$ cat src/design/rctc_pkg.sv
// Shared types and constants for the replica checksum table compare block.
// Used by rctc_cell and replica_checksum_table_compare_top; depends on nothing.
package rctc_pkg;

  localparam int SLOTS_DEF = 64;
  localparam int CNT_W     = 9;   // holds a count of up to 511 slots
  localparam int CFG_IDX_W = 2;
  localparam int CFG_DAT_W = 4;

  localparam logic OP_ADD   = 1'b0;
  localparam logic OP_QUERY = 1'b1;

  localparam logic [CFG_IDX_W-1:0] CFG_CHECK_ENABLE  = 2'd0;
  localparam logic [CFG_IDX_W-1:0] CFG_HUMAN_PLAYERS = 2'd1;

  typedef struct packed {
    logic               opcode;
    logic [3:0]         player;
    logic [31:0]        game_time;
    logic [31:0]        turn;
    logic [31:0]        random_word;
    logic signed [31:0] sum_a;
    logic signed [31:0] sum_b;
    logic signed [31:0] sum_c;
    logic signed [31:0] sum_d;
    logic signed [31:0] sum_e;
  } in_t;

  typedef struct packed {
    logic passed;
    logic sync_error;
    logic out_of_sync;
  } out_t;

  typedef struct packed {
    logic [3:0]  player;
    logic [31:0] wtime;
    logic [31:0] turn;
    logic [31:0] rnd;
    logic [31:0] sa;
    logic [31:0] sb;
    logic [31:0] sc;
    logic [31:0] sd;
    logic [31:0] se;
  } rec_t;

  // Token that walks the chain, one cell per cycle.
  typedef struct packed {
    logic             valid;
    logic             pass2;
    logic             bad;
    logic             hit;
    rec_t             mine;
    logic [CNT_W-1:0] same;
    logic [CNT_W-1:0] diff;
  } link_t;

endpackage

$ cat src/design/rctc_cell.sv
// One table slot: holds a record and compares it against the passing token.
// Depends on rctc_pkg.
module rctc_cell
  import rctc_pkg::*;
(
  input  logic  clk,
  input  logic  rst_n,
  input  in_t   item,
  input  rec_t  mine,
  input  logic  wr_en,
  input  rec_t  wr_rec,
  input  link_t link_i,
  output link_t link_o
);

  rec_t  rec_r;
  link_t link_r;
  link_t link_nxt;
  logic  sums_diff;
  logic  conflict;
  logic  same_rec;

  always_comb begin
    sums_diff = (rec_r.rnd != item.random_word) || (rec_r.sa != item.sum_a) ||
                (rec_r.sb != item.sum_b) || (rec_r.sc != item.sum_c) ||
                (rec_r.sd != item.sum_d) || (rec_r.se != item.sum_e);
    if (rec_r.turn == item.turn) begin
      conflict = (rec_r.wtime != item.game_time) || sums_diff;
    end else if (rec_r.wtime == item.game_time) begin
      conflict = sums_diff;
    end else begin
      conflict = 1'b0;
    end
    same_rec = (rec_r.wtime == mine.wtime) && (rec_r.turn == mine.turn) &&
               (rec_r.rnd == mine.rnd) && (rec_r.sa == mine.sa) &&
               (rec_r.sb == mine.sb) && (rec_r.sc == mine.sc) &&
               (rec_r.sd == mine.sd) && (rec_r.se == mine.se);
  end

  always_comb begin
    link_nxt = link_i;
    if (link_i.valid) begin
      if (item.opcode == OP_ADD) begin
        link_nxt.bad = link_i.bad | conflict;
      end else if (!link_i.pass2) begin
        if (!link_i.hit && rec_r.player == item.player && rec_r.turn == item.turn) begin
          link_nxt.hit  = 1'b1;
          link_nxt.mine = rec_r;
        end
      end else if (rec_r.turn == item.turn && rec_r.player != item.player) begin
        if (same_rec) begin
          link_nxt.same = link_i.same + CNT_W'(1);
        end else begin
          link_nxt.diff = link_i.diff + CNT_W'(1);
        end
      end
    end
  end

  always_ff @(posedge clk) begin
    if (!rst_n) begin
      rec_r  <= '0;
      link_r <= '0;
    end else begin
      link_r <= link_nxt;
      if (wr_en) begin
        rec_r <= wr_rec;
      end
    end
  end

  assign link_o = link_r;

endmodule

$ cat config.mk
export PLATFORM = sky130hd
export DESIGN_NAME = rctc_cell
export DESIGN_NICKNAME = d
export VERILOG_FILES = /design/src/design/rctc_pkg.sv /design/src/design/rctc_cell.sv
export SDC_FILE = /design/constraint.sdc
export NUM_CORES = 1
export LEC_CHECK = 0
export ABC_CLOCK_PERIOD_IN_PS = 2200
export BUFFER_PORTS_ARGS = -buffer_cell sky130_fd_sc_hd__buf_2
export CAP_MARGIN = 20
export CORE_AREA = 2 2 520 522
export CTS_CLUSTER_SIZE = 25
export DETAILED_ROUTE_END_ITERATION = 8
export DIE_AREA = 0 0 522 524
export HOLD_SLACK_MARGIN = 0.12
export PLACE_DENSITY = 0.3
export SLEW_MARGIN = 0
export SYNTH_ARGS = -nofsm -noshare
export SYNTH_HDL_FRONTEND = slang
export SYNTH_SLANG_ARGS = --single-unit
$ cat constraint.sdc
create_clock -name clk -period 2.2 [get_ports clk]
set_input_delay 0.33 -clock clk [delete_from_list [all_inputs] [get_ports clk]]
set_output_delay 0.33 -clock clk [all_outputs]
set_load 0.02 [all_outputs]
Word-level counts from Yosys, hierarchy flattened
Cells that the tools add are included.
W data, S select, Z words.
Word-level totals
  register bits: 542
  latch bits: 0
  bits in writable memories: 0
  bits in read-only memories: 0
  word-level logic and storage cells: 74
  memories kept: 0
Operators by class
  add/subtract/negate cells: 2
  $mul: 0
  divide/modulo/power cells: 0
  order comparisons: 0
  equality and inequality tests: 19
  shift operators: 0
  multiplexer cells: 11
  bitwise logic cells: 1
  reductions and logical operators: 17
Operator list (count)
  $mux W261: 2
  $eq A32 B32 Y1: 10
  $mux W280: 1
  $mux W279: 1
  $ne A32 B32 Y1: 7
  $mux W18: 2
  $add A9 B1 Y9 const B: 2
  $mux W9: 2
  $logic_and A1 B1 Y1: 10
  $logic_or A1 B1 Y1: 6
  $eq A4 B4 Y1: 1
  $ne A4 B4 Y1: 1
  $mux W1: 3
  $logic_not A1 Y1: 1
  $or A1 B1 Y1: 1

Longest topological paths before layout
Gate-level depths: netlist of run 1.
  depth after elaboration: 13
  depth in mapped cells: 10
  depth with buffers taken out: 7

Worst setup path after synthesis of run 1
OpenSTA, ideal clock, no wires.
  kind: flip-flop to flip-flop
  from: register rec_r[193] (netlist bit)
  to: register link_r (netlist bit link_o[11])
  library setup time: 0.070 ns
  arrival time: 2.131 ns
  required time: 2.130 ns
  path slack: -0.001 ns
  stages on the path, launching flop included: 9
  buffers on the path: 1
  cells stage by stage: dfxtp_1 -> xor2_1 -> nor4_1 -> nand4_1 -> nor4_2 -> nand4_1 -> buf_6 -> or4_1 -> a21oi_1
Between the ends
  word-level cells in the longest chain between the ends: 13
Ends and longest elaborated chain
  start: declaration: line rctc_cell.sv:16  | rec_t rec_r;
  start signal: assignment: line rctc_cell.sv:67  | rec_r <= wr_rec;
  $eq A32 B32 Y1: line rctc_cell.sv:34  | same_rec = (rec_r.wtime == mine.wtime) && (rec_r.turn == mine.turn) &&
  $logic_and A1 B1 Y1 (2 in a row): line rctc_cell.sv:34
  $logic_and A1 B1 Y1 (2 in a row): line rctc_cell.sv:35  | (rec_r.rnd == mine.rnd) && (rec_r.sa == mine.sa) &&
  $logic_and A1 B1 Y1 (2 in a row): line rctc_cell.sv:36  | (rec_r.sb == mine.sb) && (rec_r.sc == mine.sc) &&
  $logic_and A1 B1 Y1: line rctc_cell.sv:37  | (rec_r.sd == mine.sd) && (rec_r.se == mine.se);
  $mux W9: line rctc_cell.sv:51  | if (same_rec) begin
  $mux W18 *: line rctc_cell.sv:50  | end else if (rec_r.turn == item.turn && rec_r.player != item.player) begin
  $mux W18 *: line rctc_cell.sv:45  | end else if (!link_i.pass2) begin
  $mux W279 *: line rctc_cell.sv:43  | if (item.opcode == OP_ADD) begin
  $mux W280 *: line rctc_cell.sv:42  | if (link_i.valid) begin
  end signal: assignment: line rctc_cell.sv:65  | link_r <= link_nxt;
  end: declaration: line rctc_cell.sv:17  | link_t link_r;
Every way passes the cells marked *; elsewhere a longest branch is shown, timed or not.
A chain may end at the register's enable or synchronous reset.

Final worst setup path of run 1
  from: register rec_r[205] (netlist bit)
  to: register link_r (netlist bit link_o[15])
Same word-level chain as after synthesis.

==> reports/qor.yml, run 1 <==
sum_of_routed_wire_length_over_all_layers_um: 302000
category_of_the_worst_setup_path_capture_point: "register"
r2r-end: "link_o[15]"
synth_nets: 3577
worst_slack_ps: -1690
io_pins: 1348
layout.cells.non_filler: 8721
grt.total_usage_pct: 21.3
dieArea_um2: 274000
critPathKind: "reg -> reg"
vias_per_cell: 3.46
timing.max_slew.rel_slack_pct: 20.0
grt_pass1_vias: 31700
grt_antenna_before_repair: 238
syn_area_per_cell_um2: 9.93
regToRegSetupSlack_ps: -1690
global_placer_s_final_weighted_congestion: 0.836
tightestPinTransition_ps: 1200
grt_overflow_total: 0
chipWidth_um: 522
drt_pass1_iterations: 5
grt_max_degree: 52
r2r_start: "rec_r[205]"
portBuffers: 1343
worst_clock_skew_ps: 37.7
hold_viol: 0
final_area_um2: 52300
finalSetupViolations: 280
rsz0062_at_grt: "true"
die_height_um: 524
wire_length_of_the_first_global_routing_pass_um: 367000
grt_util_met3_pct: 6.47
power.static_leakage_nw: 24.0
antenna_left: 0
drt_iter0_markers: 1545
worst_skew_pair.late_latency_ps: 810
timing.critical_path.arrival_ps: 4610
holdPathStages: 4
cts.sink_count: 542
routedWlPerCell_um: 34.6
drt_drc_violations_left: 0
initial_utilization_pct: 9.32
gr_peak_layer: "met2"
synth.yosys.warnings: 0
ys_seq_elements: 542
total_clock_buffers_created_by_cts: 89
core.rowCount: 190
most_frequent_cells_in_the_layout: "1343 x buf_2, 568 x dlygate4sd3_1, 523 x nor2_1"
async_reset_ff_share_pct: 0
fin_nets: 6108
dpl.cell_count: 7881
setup.worst_path.start_class: "register"
syn_inst: 2509
layout_commonest_cell: "buf_2"
number_of_pins_exceeding_their_max_slew_limit_in_the_final_report: 0
detailroute.via_count: 30200
worst_setup_path_endpoint: "link_o[15]"
clkTransAtPathRegs_ps: 60
cp_max_fo: 5
worst_ep_required_time_ps: 2930
finish.utilization_pct: 19.6
vdd.ir_drop.worst_v: 0.000482
post_detailed_placement_half_perimeter_wirelength_um: 266000
clock_path_buffers: 4
post-route-min-period_ps: 3890
r2r_cells: 13
failing_checks: "negative setup slack"
power.density_nw_per_um2: 640
cts.htree.levels: 3
outcome: "finished with violations"
yosys.cell_types.count: 34
timing.final.crit_share_pct: 177
clock_root_buffer: "clkbuf_16"
postPlaceCellArea_um2: 41900
synth_enable_flop_cells: 0
hold_path.class: "in -> reg"
syn_area_um2: 24900
fp.coreArea_um2: 267000
grt.met1_usage_pct: 26.2
max_cap_viol_count: 0
crit_path_start: "rec_r[205]"
commonest_register_cell_after_synthesis: "dfxtp_1"
met2_usage_grt_pct: 36.4
fraction_of_the_yosys_area_taken_by_sequential_cells_pct: 43.5
area.growth.synth_to_final_pct: 110
maximum_frequency_from_static_timing_analysis_mhz: 257
post_route_cells_drive_above_1_share_pct: 44.3
tritoncts: "yes"
final.setup.tns_ps: -184750
logic make-up after synthesis:
| family | synth area share (%) |
|---|---|
| flip-flops | 43.5 |
| XOR/XNOR | 17.4 |
| multiplexers | 21.1 |
| AND/OR/NAND/NOR | 13.8 |
| buffers and inverters | 2.83 |
| adder cells (fa/ha/maj) | 0.100 |
| AO/OA/AOI/OAI | 1.30 |
worst min-delay path by stage:
stage | start | to | slack [ps]
2_1_floorplan | link_i[278] | link_o[278] | 450
3_3_place_gp | rec_r[63] | rec_r[63] | 540
3_5_place_dp | rec_r[63] | rec_r[63] | 540
4_1_cts | wr_en | rec_r[146] | 120
5_1_grt | wr_en | rec_r[174] | 170
6_report | wr_en | rec_r[42] | 210
registers in the layout, indices dropped and copies added (netlist names):
register,flops
rec_r,260
link_o,282
stage by stage:
| stage | setup WS, ps | total power, W | hold slack (ps) |
|---|---|---|---|
| floorplan | 7.63 | 0.0129 | 451 |
| global placement | -4350 | 0.0184 | 542 |
| detailed placement | -2210 | 0.0184 | 545 |
| CTS | -1850 | 0.0343 | 120 |
| global route | -1920 | 0.0349 | 171 |
| finish | -1690 | 0.0334 | 209 |
cell type report:
class                           instances  area [µm²]
Timing Repair Buffer                 2563       19900
Fill cell                           29900      215000
Multi-Input combinational cell       1826       14000
Clock inverter                         32         314
Clock buffer                          122        2490
Sequential cell                       542       10900
Tap cell                             3552        4440
Inverter                               18        78.8
Antenna cell                           66         165
synthesized netlist by cell type (17+ instances only):
cell,instances,share of area [%]
buf_1,26,0.39
buf_6,22,0.99
clkbuf_1,67,1.0
dfxtp_1,542,44
inv_1,17,0.26
mux2i_1,524,21
nand4_1,43,1.1
nor2_1,527,7.9
nor4_1,119,3.0
xnor2_1,38,1.3
xor2_1,457,16
critical path, stage by stage (launching register included):
cell	delay, ps
dfxtp_2	320
buf_6	120
xor2_2	180
buf_12	160
nor4_4	430
buf_6	220
nand4_1	570
nor4_2	490
buf_4	240
nand4_1	110
buf_6	160
buf_6	120
or4_4	510
a21oi_2	130
metal layers:
layer,wire length [µm],up-vias,part of all wire [%]
met5,893,-,0.30
met1,127000,14300,42
li1,-,13700,-
met3,24200,490,8.0
met4,7410,140,2.5
met2,143000,1556,47
power breakdown:
group          internal, W  switching, W  leakage (nW)  total (W)
sequential          0.0104      0.000500          4.51     0.0109
combinational      0.00362       0.00457          18.1    0.00820
clock              0.00837       0.00599          1.36     0.0144
what timing repair did:
| item | in CTS | in global routing |
|---|---|---|
| resized for setup | 103 | 148 |
| pin swaps | 19 | 41 |
| endpoints found under the setup margin | 280 | 280 |
| hold buffers | 568 | 0 |
| hold endpoints to repair | 542 | 0 |
| buffers inserted | 25 | 15 |
| gates cloned | 20 | 6 |
No activity file was read; power rests on OpenSTA's default activity.
==> inputs of run 2 (changes only) <==
- BUFFER_PORTS_ARGS: -buffer_cell sky130_fd_sc_hd__buf_2 -> not set
- DONT_BUFFER_PORTS: not set -> 1
- GPL_ROUTABILITY_DRIVEN: not set -> 0
- MAX_ROUTING_LAYER: not set -> met4
==> reports/qor.yml, run 2 (synthesized netlist as in run 1, its figures left out) <==
routedWlPerCell_um: 38.6
cp_max_fo: 11
core.rowCount: 190
failing_checks: "max-slew violations, negative setup slack"
drt_iter0_markers: 1520
finish.utilization_pct: 18.0
post_route_cells_drive_above_1_share_pct: 24.8
worst_skew_pair.late_latency_ps: 810
fill_cells: 29800
max_ffs_per_register: 282
clkTransAtPathRegs_ps: 70
drt_pass1_iterations: 5
power.density_nw_per_um2: 683
hold_viol: 0
rsz0062_at_grt: "true"
fp.coreArea_um2: 267000
postPlaceCellArea_um2: 35300
post_detailed_placement_half_perimeter_wirelength_um: 257000
outcome: "finished with violations"
grt.total_usage_pct: 21.5
ff_latch_area_um2: 10900
grt_antenna_before_repair: 143
critPathKind: "reg -> reg"
chipWidth_um: 522
tightestPinTransition_ps: 1560
power.static_leakage_nw: 19.6
die_height_um: 524
tritoncts: "yes"
vias_per_cell: 3.43
dieArea_um2: 274000
fin_nets: 5022
final_area_um2: 48300
antenna_left: 0
holdPathStages: 4
grt_max_degree: 261
portBuffers: 0
combined_area_of_the_multi_input_logic_cells_um2: 14200
total_clock_buffers_created_by_cts: 86
layout_commonest_cell: "dlygate4sd3_1"
area.growth.synth_to_final_pct: 93.7
category_of_the_worst_setup_path_capture_point: "register"
setup.worst_path.start_class: "register"
post-route-min-period_ps: 3320
timing.max_slew.rel_slack_pct: -4.32
sum_of_routed_wire_length_over_all_layers_um: 296000
drt_drc_violations_left: 0
layout.cells.non_filler: 7651
vdd.ir_drop.worst_v: 0.000430
worst_clock_skew_ps: 44.4
hold_path.class: "in -> reg"
maximum_frequency_from_static_timing_analysis_mhz: 301
wire_length_of_the_first_global_routing_pass_um: 353000
finalSetupViolations: 280
initial_utilization_pct: 9.32
cts.sink_count: 542
detailroute.via_count: 26300
most_frequent_cells_in_the_layout: "789 x dlygate4sd3_1, 521 x nor2_1, 493 x mux2i_1"
grt_overflow_total: 0
clock_path_buffers: 4
worst_ep_required_time_ps: 2920
timing.critical_path.arrival_ps: 4040
max_cap_viol_count: 0
dpl.cell_count: 6581
cts.htree.levels: 3
io_pins: 1348
grt_pass1_vias: 27400
number_of_pins_exceeding_their_max_slew_limit_in_the_final_report: 46
clock_root_buffer: "clkbuf_16"
r2r_cells: 11
timing.final.crit_share_pct: 151
worst_slack_ps: -1120
[run 2: cell count changes in the layout (fill, tap and decap cells not counted), sizes merged, moves of 4 or more]
cell,before,now
inv,21,26
clkbuf,128,111
dlygate4sd3,568,789
clkinv,16,20
bufinv,4,8
diode,66,78
buf,1989,691
[run 2: worst max-delay path, stage by stage, from the launching register on]
cell and delay, ps:
dfxtp_1 350, buf_12 150, xor2_1 250, nor4_4 510, nand4_1 160, buf_4 210
nor4_4 340, buf_4 250, nand4_1 120, buf_6 170, or4_1 530, a21oi_2 140
[run 2: layer usage]
layer  track usage, %  routed length, µm
met1             24.8             120000
met2             35.7             140000
met3             7.60              27300
met4             4.52               8250
met5                -                  0
[run 2: what timing repair did]
item,in CTS,in global routing
resized for setup,241,93
hold buffers,793,0
endpoints found under the hold margin,542,0
gates cloned,16,0
endpoints found under the setup margin,280,283
buffers inserted,49,15
pin swaps,38,40
[run 2: power breakdown]
| group | switching, W | internal (W) | total [W] |
|---|---|---|---|
| sequential | 0.00101 | 0.0104 | 0.0114 |
| combinational | 0.00341 | 0.00314 | 0.00655 |
| clock | 0.00621 | 0.00883 | 0.0150 |
[run 2: layout make-up]
| cell class | instances | area share, % |
|---|---|---|
| antenna | 78 | 0.404 |
| clock buffer | 111 | 5.05 |
| clock inverter | 44 | 1.07 |
| inverter | 18 | 0.163 |
| multi-input combinational | 1826 | 29.4 |
| sequential | 542 | 22.6 |
| tap | 3552 | 9.21 |
| timing repair buffer | 1480 | 32.1 |
[run 2: metrics by stage]
step / setup slack [ps] / setup TNS, ps / power, W / hold WS (ps)
2_1_floorplan: 7.63 / 0 / 0.0129 / 451
3_3_place_gp: -1700 / -314980 / 0.0166 / 457
3_5_place_dp: -1700 / -317800 / 0.0166 / 457
4_1_cts: -1150 / -225240 / 0.0338 / 124
5_1_grt: -1330 / -236170 / 0.0343 / 175
6_report: -1120 / -202090 / 0.0330 / 211
[run 2: final timing paths]
path / from / to / slack [ps]
max: rec_r[153] / link_o[13] / -1120
max reg2reg: rec_r[153] / link_o[13] / -1120
min reg2reg: rec_r[184] / link_o[202] / 570
min: rst_n / link_o[279] / 210
==> inputs of run 3 (changes only) <==
--- a/config.mk
+++ b/config.mk
@@ -6,5 +6,5 @@
 export NUM_CORES = 1
 export LEC_CHECK = 0
-export ABC_CLOCK_PERIOD_IN_PS = 2200
+export ABC_CLOCK_PERIOD_IN_PS = 4100
 export CAP_MARGIN = 20
 export CORE_AREA = 2 2 520 522
==> constraint.sdc (replaced) <==
create_clock -name clk -period 4.1 [get_ports clk]
set_input_delay 0.615 -clock clk [delete_from_list [all_inputs] [get_ports clk]]
set_output_delay 0.615 -clock clk [all_outputs]
set_load 0.01 [all_outputs]
==> reports/qor.yml, run 3 (synthesized netlist as in run 1, its figures left out) <==
grt_overflow_total: 0
sum_of_routed_wire_length_over_all_layers_um: 281000
worst_skew_pair.late_latency_ps: 810
io_pins: 1348
routedWlPerCell_um: 40.4
initial_utilization_pct: 9.32
grt_max_degree: 261
vias_per_cell: 3.33
postPlaceCellArea_um2: 30900
power_w: 0.0166
drt_pass1_iterations: 5
total_clock_buffers_created_by_cts: 83
wire_length_of_the_first_global_routing_pass_um: 332000
grt_pass1_vias: 24100
post-route-min-period_ps: 4070
timing.final.crit_share_pct: 99.4
number_of_pins_exceeding_their_max_slew_limit_in_the_final_report: 32
core.rowCount: 190
min-delay-start: "link_i[5]"
failing_checks: "max-slew violations"
pre_cts_ws_ps: -709
die_height_um: 524
most_frequent_cells_in_the_layout: "590 x dlygate4sd3_1, 526 x nor2_1, 526 x dfxtp_1"
worst_slack_ps: 25.6
category_of_the_worst_setup_path_capture_point: "register"
area.growth.synth_to_final_pct: 60.6
clock_path_buffers: 4
hold_path.class: "in -> reg"
crit_path_start: "rec_r[183]"
rsz0062_at_grt: "false"
fin_nets: 4343
r2r_start: "rec_r[183]"
max_ffs_per_register: 282
dieArea_um2: 274000
worst_ep_required_time_ps: 4790
cts.sink_count: 542
layout_commonest_cell: "dlygate4sd3_1"
drt_drc_violations_left: 0
maximum_frequency_from_static_timing_analysis_mhz: 245
critPathKind: "reg -> reg"
tritoncts: "yes"
fp.coreArea_um2: 267000
cp_max_fo: 14
timing.max_slew.rel_slack_pct: -4.74
drt_iter0_markers: 1343
dpl.cell_count: 6145
hold_viol: 0
power.static_leakage_nw: 15.6
portBuffers: 0
chipWidth_um: 522
grt_antenna_before_repair: 123
clkTransAtPathRegs_ps: 70
clock_root_buffer: "clkbuf_16"
critical-path-max-stage-delay_ps: 930
layout.cells.non_filler: 6959
worst_clock_skew_ps: 61.0
grt.total_usage_pct: 20.4
timing.critical_path.arrival_ps: 4770
finish.utilization_pct: 15.0
cp_cell_sequence: "xor2_1, nor4_1, nand4_1, nor4_4, buf_4, nand4_1, buf_4, or4_1, a21oi_1"
max_cap_viol_count: 0
slowest_stage_cell_on_the_critical_path: "dfxtp_1"
final_area_um2: 40000
vdd.ir_drop.worst_v: 0.000232
power.density_nw_per_um2: 416
antenna_left: 0
finalSetupViolations: 0
post_detailed_placement_half_perimeter_wirelength_um: 246000
post_route_cells_drive_above_1_share_pct: 11.8
detailroute.via_count: 23200
setup.worst_path.start_class: "register"
cts.htree.levels: 3
tightestPinTransition_ps: 1570
outcome: "finished with violations"
## run 3: path summary, 6_finish.rpt
path	cells past startpoint	end	slack [ps]
setup / recovery	9	link_o[14]	30
hold / removal	4	link_o[6]	230
setup reg to reg	9	link_o[14]	30
hold reg to reg	2	rec_r[123]	550
## run 3: report_power, final
part / internal [W] / switching, W / total (W)
clock: 0.00480 / 0.00307 / 0.00787
combinational: 0.00108 / 0.00134 / 0.00242
sequential: 0.00557 / 0.000775 / 0.00635
## run 3: critical path, delay by kind of cell, from the launching register on
kind	cells	cell delay, ps
AOI/OAI and AO/OA	1	170
xor gates and xnor gates	1	210
buffers and inverters	2	450
DFF	1	930
and+or+nand+nor	5	2160
## run 3: per-layer routing
| metal | up-vias | part of all wire, % | track usage [%] |
|---|---|---|---|
| li1 | 10200 | - | - |
| met1 | 11300 | 42 | 24.0 |
| met2 | 1361 | 47 | 33.5 |
| met3 | 324 | 7.6 | 5.77 |
| met4 | 0 | 3.6 | 6.06 |
| met5 | - | 0 | - |
## run 3: area by class of cell
type,instances,area (µm²)
fill,30300,227000
multi-input combinational,1826,13600
sequential,542,10900
timing repair buffer,804,8030
tap,3552,4440
clock buffer,110,2290
clock inverter,36,569
antenna,71,178
inverter,18,75.1
## run 3: per-stage QoR
step / hold slack [ps] / TNS, ps
global placement: 552 / -29070
global route: 211 / 0
detailed placement: 544 / -12260
floorplan: 505 / 0
finish: 229 / 0
CTS: 124 / 0
## run 3: what timing repair did
action                                  in CTS  in global routing
pin swaps                                    4                  2
hold buffers                               590                  0
endpoints found under the setup margin      79                 10
resized for setup                           19                 11
setup buffers                                1                  2
endpoints found under the hold margin      542                  0
